[src/rtl/core/sacf_pkg.sv]
package sacf_pkg;

    localparam int DEF_MAX_SETS = 128;
    localparam int DEF_MAX_WAYS = 8;
    localparam int DEF_MEMORY_BLOCKS = 1024;

    localparam int DVD_W = 32;
    localparam int DVS_W = 13;
    localparam int REM_W = DVS_W + 1;
    localparam int STEP_W = 6;

    localparam int CFG_IDX_W = 2;
    localparam int CFG_DATA_W = 13;
    localparam logic [CFG_IDX_W-1:0] REG_BLOCK_WORDS = 2'd0;
    localparam logic [CFG_IDX_W-1:0] REG_SET_COUNT = 2'd1;
    localparam logic [CFG_IDX_W-1:0] REG_WAY_COUNT = 2'd2;

    localparam logic [12:0] BLOCK_WORDS_RST = 13'd4;
    localparam logic [12:0] BLOCK_WORDS_LIMIT = 13'd4096;
    localparam logic [7:0] SET_COUNT_RST = 8'd8;
    localparam logic [3:0] WAY_COUNT_RST = 4'd1;

    localparam logic [1:0] OUT_HIT = 2'd0;
    localparam logic [1:0] OUT_COMPULSORY = 2'd1;
    localparam logic [1:0] OUT_CAPACITY = 2'd2;
    localparam logic [1:0] OUT_RANGE = 2'd3;

    typedef struct packed {
        logic start;
        logic [DVD_W-1:0] dividend;
        logic [DVS_W-1:0] divisor;
        logic [STEP_W-1:0] steps;
    } div_req_t;

    typedef struct packed {
        logic done;
        logic [DVD_W-1:0] quotient;
        logic [REM_W-1:0] remainder;
    } div_rsp_t;

endpackage

[src/rtl/core/sacf_div.sv]
module sacf_div (
    input  logic               aclk,
    input  logic               aresetn,
    input  sacf_pkg::div_req_t req,
    output sacf_pkg::div_rsp_t rsp
);
    import sacf_pkg::*;

    logic               busy_reg, busy_next;
    logic               done_reg, done_next;
    logic [STEP_W-1:0]  cnt_reg, cnt_next;
    logic [DVD_W-1:0]   dvd_reg, dvd_next;
    logic [REM_W-1:0]   rem_reg, rem_next;
    logic [DVS_W-1:0]   dvs_reg, dvs_next;
    logic [REM_W-1:0]   trial;
    logic               fits;

    // One quotient bit per cycle, restoring form; the dividend is left aligned.
    assign trial = {rem_reg[REM_W-2:0], dvd_reg[DVD_W-1]};
    assign fits = trial >= {1'b0, dvs_reg};

    always_comb begin
        busy_next = busy_reg;
        done_next = 1'b0;
        cnt_next = cnt_reg;
        dvd_next = dvd_reg;
        rem_next = rem_reg;
        dvs_next = dvs_reg;
        if (req.start) begin
            busy_next = 1'b1;
            cnt_next = req.steps;
            dvd_next = req.dividend;
            rem_next = '0;
            dvs_next = req.divisor;
        end else if (busy_reg) begin
            rem_next = fits ? trial - {1'b0, dvs_reg} : trial;
            dvd_next = {dvd_reg[DVD_W-2:0], fits};
            cnt_next = cnt_reg - 1'b1;
            if (cnt_reg == STEP_W'(1)) begin
                busy_next = 1'b0;
                done_next = 1'b1;
            end
        end
    end

    always_ff @(posedge aclk) begin
        if (!aresetn) begin
            busy_reg <= 1'b0;
            done_reg <= 1'b0;
            cnt_reg <= '0;
        end else begin
            busy_reg <= busy_next;
            done_reg <= done_next;
            cnt_reg <= cnt_next;
        end
        dvd_reg <= dvd_next;
        rem_reg <= rem_next;
        dvs_reg <= dvs_next;
    end

    assign rsp.done = done_reg;
    assign rsp.quotient = dvd_reg;
    assign rsp.remainder = rem_reg;

endmodule

[config.mk]
export PLATFORM = sky130hd
export DESIGN_NAME = sacf_div
export DESIGN_NICKNAME = d
export VERILOG_FILES = /design/src/rtl/core/sacf_pkg.sv /design/src/rtl/core/sacf_div.sv
export SDC_FILE = /design/constraint.sdc
export NUM_CORES = 1
export LEC_CHECK = 0
export BUFFER_PORTS_ARGS = -buffer_cell sky130_fd_sc_hd__buf_2
export CAP_MARGIN = 20
export CORE_UTILIZATION = 47
export CTS_CLUSTER_DIAMETER = 50
export DETAILED_ROUTE_END_ITERATION = 7
export PLACE_DENSITY = 0.81
export RECOVER_POWER = 50
export SLEW_MARGIN = 15
export SYNTH_ARGS = -nofsm -noshare
export SYNTH_HDL_FRONTEND = slang
export SYNTH_SLANG_ARGS = --single-unit
[constraint.sdc]
create_clock -name aclk -period 5.4 [get_ports aclk]
set_clock_uncertainty 0.1 [all_clocks]
set_input_delay 0.27 -clock aclk [delete_from_list [all_inputs] [get_ports aclk]]
set_output_delay 0.27 -clock aclk [all_outputs]
set_load 0.05 [all_outputs]
==> results.toml, run 1 <==
[finish]
stdcell_count = 511
area_growth_pct = 24.56
multi_input_area_um2 = 1493
largest_reg_flops = 32
antennaDiodeCount = 0
drive_above_1_share_pct = 25.30
nets = 480
finalInstanceArea_um2 = 4245
nFillCells = 640
regArea_um2 = 1792

[detailed_routing]
ant_nets = 0
drt_iter0_markers = 139
route.detailed.drc = 0
wl_mm = 7.778
vias_per_cell = 5.180
post_drt_wl_per_cell_um = 15.22
vias = 2647
first_pass_iters = 4

[logic_synthesis]
syn_area_um2 = 3408
synth-main-ff-cell = "edfxtp_1"
synth_nets = 367
synth_seq_area_share_pct = 52.57
synthTopCellsByCount = "edfxtp_1 (45), mux2_2 (31), nor2_1 (26)"
synth_edf_count = 45
syn_inst = 297
synth_area_leader_cell = "edfxtp_1"
async_flop_share_pct = 0
netlist_top_cells_area = "edfxtp_1 (40%), dfxtp_1 (13%), mux2_2 (10%)"
ys_ff_latch = 67
synth_top_area_share_pct = 39.65
yosysWarningCount = 0
netlist-cell-type-count = 49
synth.avg_cell_area_um2 = 11.48
yosysMostFrequentCell = "edfxtp_1"

[timing]
rsz0062_at_grt = "false"
max_freq_ghz = 0.2706
fin_crit_sh_pct = 68.45
min_period_ns = 3.696
hold_slack_ns = 0.06967
setup_viol = 0
slew_headroom_pct = -110.7
report.final.slew_viol_count = 67
worst_pin_slew_ns = 3.161
tns_ns = 0
hold_viol = 0

[min_path]
min_from = "req[2]"
holdPathStages = 3
hold_path_end = "cnt_reg[2]"
hold_path_class = "in2reg"

[critical_path]
rr_endpoint = "rem_reg[4]"
crit_top_cell = "clkbuf_1"
crit_type = "in2reg"
r2r_setup_slack_ns = 2.15
path_buf_inv = 2
rr_worst_depth = 9
cp_slowest_cell = "clkbuf_1"
cp.arrival_ns = 3.81
r2r_start = "dvs_reg[6]"
worstPathCellList = "clkbuf_1, clkbuf_1, nor2b_1, a32oi_1, o21ai_0"
worstPathMaxFanout = 66
crit_family = "buffers and inverters"
endpoint_kind = "flop"
start_kind = "primary input"
max_stage_delay_ns = 2.25
crit_required_ns = 5.51

[power]
ir_drop_mv = 0.1903
power.leakage_nw = 1.657
p_int_uw = 906.5
p_seq_share_pct = 47.2
power_mw = 1.320
powerDensity_nw_per_um2 = 311.0
pwr-share-comb_pct = 22.7
switching_power_uw = 413.8
clock_power_share_pct = 30.1
p_sw_share_pct = 31.34

[global_route]
grt_max_degree = 67
grt_use_total_pct = 21.40
grt_overflow_total = 0
first_global_vias = 2544
grt_pass1_wl_mm = 12.01
grt_antenna_before_repair = 1

[clock_tree]
htree_levels = 3
clk_latency_ns = 0.34
root_buffer = "clkbuf_8"
cts_buffers = 9
cts_hold_buf = 10
cts_buffer_depth = 2
clock-sinks = 67
cts_tree = "done"
cts-resized-gates = 0
post_cts_buffers = 0
cts.clk_slew.worst_paths_ns = 0.07

[placement]
io_buffer_count = 100
dpl.hpwl_mm = 5.607
gp_congestion = 0.9010
dp_cells = 485
placed_area_um2 = 4023

[run_status]
violations = "max-capacitance violations, max-slew violations"
outcome = "complete, but fails checks"

[die]
core_um2 = 6907
die_y_um = 87.16
ios = 101
design.die.area_um2 = 7596
die_x_um = 87.16
initial_core_util_pct = 49.35
rows = 30

[job]
maxCapViolCount = 1
-- final cells by class --
type                       count  area share, %
sequential                    67          42.20
multi-input combinational    199          35.16
timing repair buffer         113          13.68
clock buffer                  11          3.095
tap                           96          2.829
inverter                      20          1.768
clock inverter                 5          1.267
-- power groups by stage --
stage	Combinational (mW)	Sequential [mW]	Clock [mW]
2_1_floorplan	0.119	0.731	0
3_3_place_gp	0.291	0.631	0
3_5_place_dp	0.300	0.633	0
4_1_cts	0.307	0.622	0.411
5_1_grt	0.320	0.629	0.436
6_report	0.300	0.623	0.398
-- routing by layer --
metal | share of wire (%) | vias up | GRT usage [%]
met2 | 50 | 67 | 35.65
li1 | - | 1317 | -
met5 | 0.17 | - | 0
met3 | 5.0 | 6 | 8.246
met4 | 0.63 | 2 | 5.961
met1 | 44 | 1255 | 25.90
-- per-stage QoR --
stage | setup slack [ns] | utilization [%]
CTS | 2.177 | 62.37
global placement | 2.298 | 57.84
global route | 1.290 | 61.47
detailed placement | 2.198 | 58.24
finish | 1.704 | 61.47
floorplan | 2.276 | -
-- worst max path at each step --
stage / from / endpoint / slack [ns] / depth (start not counted)
6_report: req[51] / rem_reg[12] / 1.70 / 5
5_1_grt: req[51] / rem_reg[11] / 1.29 / 5
4_1_cts: dvs_reg[6] / rem_reg[4] / 2.18 / 9
3_5_place_dp: dvs_reg[6] / rem_reg[4] / 2.20 / 9
3_3_place_gp: dvs_reg[6] / rem_reg[4] / 2.30 / 9
2_1_floorplan: rem_reg[5] / rem_reg[13] / 2.28 / 7
-- cells by family (layout without fill, tap and decap cells) --
kind of cell	after synthesis	after routing	synth area share, %
DFF	67	67	52.57
muxes	38	38	12.30
adders and majority gates	16	16	6.094
xor gates and xnor gates	12	12	3.084
buffers and inverters	31	149	3.634
AOI/OAI and AO/OA	66	66	12.92
and+or+nand+nor	67	67	9.398
-- worst reg2reg max path, delay by kind of cell, from the launching register on --
kind,cells,cell delay (ns)
AND/OR/NAND/NOR,3,1.08
buffers and inverters,2,0.34
adder cells (fa/ha/maj),1,0.39
AO/OA/AOI/OAI,2,0.68
multiplexers,1,0.21
flip-flops,1,0.34
-- cell usage in the layout (no fill, tap or decap), types with 7 or more instances in the layout --
cell type      instances
clkbuf_1              50
a21oi_1               18
clkbuf_8               9
dlygate4sd3_1         10
inv_1                 20
mux2i_1                7
mux2_2                31
nand2_1               19
buf_2                 53
xnor2_1                8
ha_1                  15
edfxtp_1              45
nor2_1                26
dfxtp_1               22
o21ai_0               16
Note: power is estimated with default switching activity, not from simulation.
==> inputs of run 2 (changes only) <==
- ABC_AREA: default -> 1
- PLACE_DENSITY: 0.81 -> 0.79
- clock period: 5.4 -> 3.6 ns (I/O delays scaled with it)
==> results.toml, run 2 <==
[global_route]
grt_overflow_total = 0
grt_antenna_before_repair = 0
grt_use_total_pct = 23.32
first_global_vias = 3481
grt_max_degree = 52
grt_pass1_wl_mm = 15.69

[logic_synthesis]
yosysMostFrequentCell = "nand2_1"
ys_ff_latch = 67
syn_area_um2 = 3832
synth_nets = 554
yosysWarningCount = 0
async_flop_share_pct = 0
netlist-cell-type-count = 33
syn_inst = 484
synth.avg_cell_area_um2 = 7.918
synth-main-ff-cell = "edfxtp_1"
synth_top_area_share_pct = 35.26
synthTopCellsByCount = "nand2_1 (204), inv_1 (56), edfxtp_1 (45)"
netlist_top_cells_area = "edfxtp_1 (35%), nand2_1 (20%), dfxtp_1 (11%)"
synth_edf_count = 45
synth_seq_area_share_pct = 46.75
synth_area_leader_cell = "edfxtp_1"

[clock_tree]
post_cts_buffers = 0
htree_levels = 3
root_buffer = "clkbuf_8"
cts_buffers = 9
cts_buffer_depth = 2
cts.clk_slew.worst_paths_ns = 0.08
clock-sinks = 67
clk_latency_ns = 0.33
cts_tree = "done"

[timing]
report.final.slew_viol_count = 0
rsz0062_at_grt = "false"
worst_pin_slew_ns = 1.031
slew_headroom_pct = 31.17
tns_ns = 0
fin_crit_sh_pct = 63.02
hold_slack_ns = 0.01032
max_freq_ghz = 0.4408
min_period_ns = 2.269
setup_viol = 0
hold_viol = 0

[finish]
nFillCells = 700
largest_reg_flops = 32
drive_above_1_share_pct = 21.15
area_growth_pct = 24.39
stdcell_count = 712
antennaDiodeCount = 0
layout_commonest_cell = "nand2_1"
final_cell_mix = "nand2_1 (204), buf_2 (78), inv_1 (57)"
nets = 675

[min_path]
min_from = "req[25]"
hold_path_end = "dvd_reg[6]"
holdPathStages = 3
hold_path_class = "in2reg"

[die]
rows = 32
die_y_um = 92.30
design.die.area_um2 = 8519
initial_core_util_pct = 49.09
ios = 101
die_x_um = 92.30
core_um2 = 7807

[detailed_routing]
route.detailed.drc = 0
vias = 3603
first_pass_iters = 5
drt_iter0_markers = 224
post_drt_wl_per_cell_um = 13.35
wl_mm = 9.507
ant_nets = 0
vias_per_cell = 5.060

[power]
power_mw = 1.928
ir_drop_mv = 0.3387
power.leakage_nw = 2.436
powerDensity_nw_per_um2 = 404.4

[critical_path]
crit_type = "reg2reg"
crit_top_cell = "nand2_1"
cp.arrival_ns = 2.39
crit_required_ns = 3.72
r2r_start = "dvs_reg[11]"
cp_slowest_cell = "nor2_2"
crit_family = "simple AND/OR/NAND/NOR gates"
worstPathCellList = "inv_1, ha_1, nand2_1, inv_2, nand2_2, inv_2, nand2_1, nand2_1, nor2_2, nand3b_1, nand3_1, nand2_1"
endpoint_kind = "flop"
start_kind = "flop"
rr_endpoint = "rem_reg[8]"
path_buf_inv = 3
worstPathMaxFanout = 13
rr_worst_depth = 12
r2r_setup_slack_ns = 1.33
max_stage_delay_ns = 0.53

[job]
maxCapViolCount = 0

[placement]
io_buffer_count = 100
dpl.hpwl_mm = 6.765
gp_congestion = 0.9736
dp_cells = 675

[run_status]
outcome = "finished, final reports clean"
## run 2: cell types whose count changed after synthesis, sizes merged, moves of 5 or more
cell,previous run,this run
inv,20,64
nand4,1,6
nand2,19,215
mux2i,7,0
nand3b,1,13
o21ai,16,6
mux2,31,0
nor2,26,20
a21oi,18,8
buf,4,9
nand3,1,38
## run 2: worst min-delay path: stages
cell	delay, ns
buf_2	0.07
nand2_1	0.04
nand2_1	0.05
## run 2: cell families (layout without fill, tap and decap cells)
family                     Yosys count  count (layout)  share of synthesized area [%]
AOI/OAI and AO/OA                   19              19                          2.775
buffers and inverters               78             204                          8.521
DFF                                 67              67                          46.75
adders and majority gates           16              16                          5.420
and+or+nand+nor                    297             297                          34.93
xor gates and xnor gates             7               7                          1.600
## run 2: cell type report
class / count / area [um^2] / share of cell area (%)
Inverter: 64 / 240.2 / 5.039
Timing Repair Buffer: 124 / 705.7 / 14.80
Multi-Input combinational cell: 339 / 1714 / 35.96
Clock inverter: 5 / 35.03 / 0.7349
Tap cell: 102 / 127.6 / 2.677
Clock buffer: 11 / 152.6 / 3.202
Sequential cell: 67 / 1792 / 37.59
## run 2: per-stage QoR
| step | cell area, um^2 | setup slack (ns) | util [%] |
|---|---|---|---|
| global route | 4767 | 1.187 | 61.06 |
| global placement | 4397 | 1.464 | 56.31 |
| finish | 4767 | 1.331 | 61.06 |
| floorplan | 3832 | 1.380 | - |
| CTS | 4795 | 1.361 | 61.41 |
| detailed placement | 4397 | 1.400 | 56.31 |
## run 2: worst max-delay path by stage
stage / from / end / slack, ns / cells past startpoint
after global routing: dvs_reg[11] / rem_reg[7] / 1.19 / 12
after CTS: dvs_reg[11] / rem_reg[8] / 1.36 / 12
after global placement: dvd_reg[31] / rem_reg[2] / 1.46 / 11
after floorplan: dvd_reg[31] / dvd_reg[0] / 1.38 / 9
final: dvs_reg[11] / rem_reg[8] / 1.33 / 12
after detailed placement: dvs_reg[11] / dvd_reg[0] / 1.40 / 10
## run 2: per-layer routing
metal	track usage (%)	share of wire, %
met3	5.337	6.0
met5	0	0
met2	39.75	49
met4	8.724	1.9
met1	28.70	43
## run 2: timing repair
action                                 CTS  global route
resized for setup                        0             0
hold buffers                            21             0
endpoints found under the hold margin   23             0
## run 2: power breakdown
group / total (mW) / internal, mW / switching, mW
Combinational: 0.418 / 0.118 / 0.300
Clock: 0.587 / 0.293 / 0.294
Sequential: 0.923 / 0.891 / 0.0323
Total: 1.93 / 1.30 / 0.626
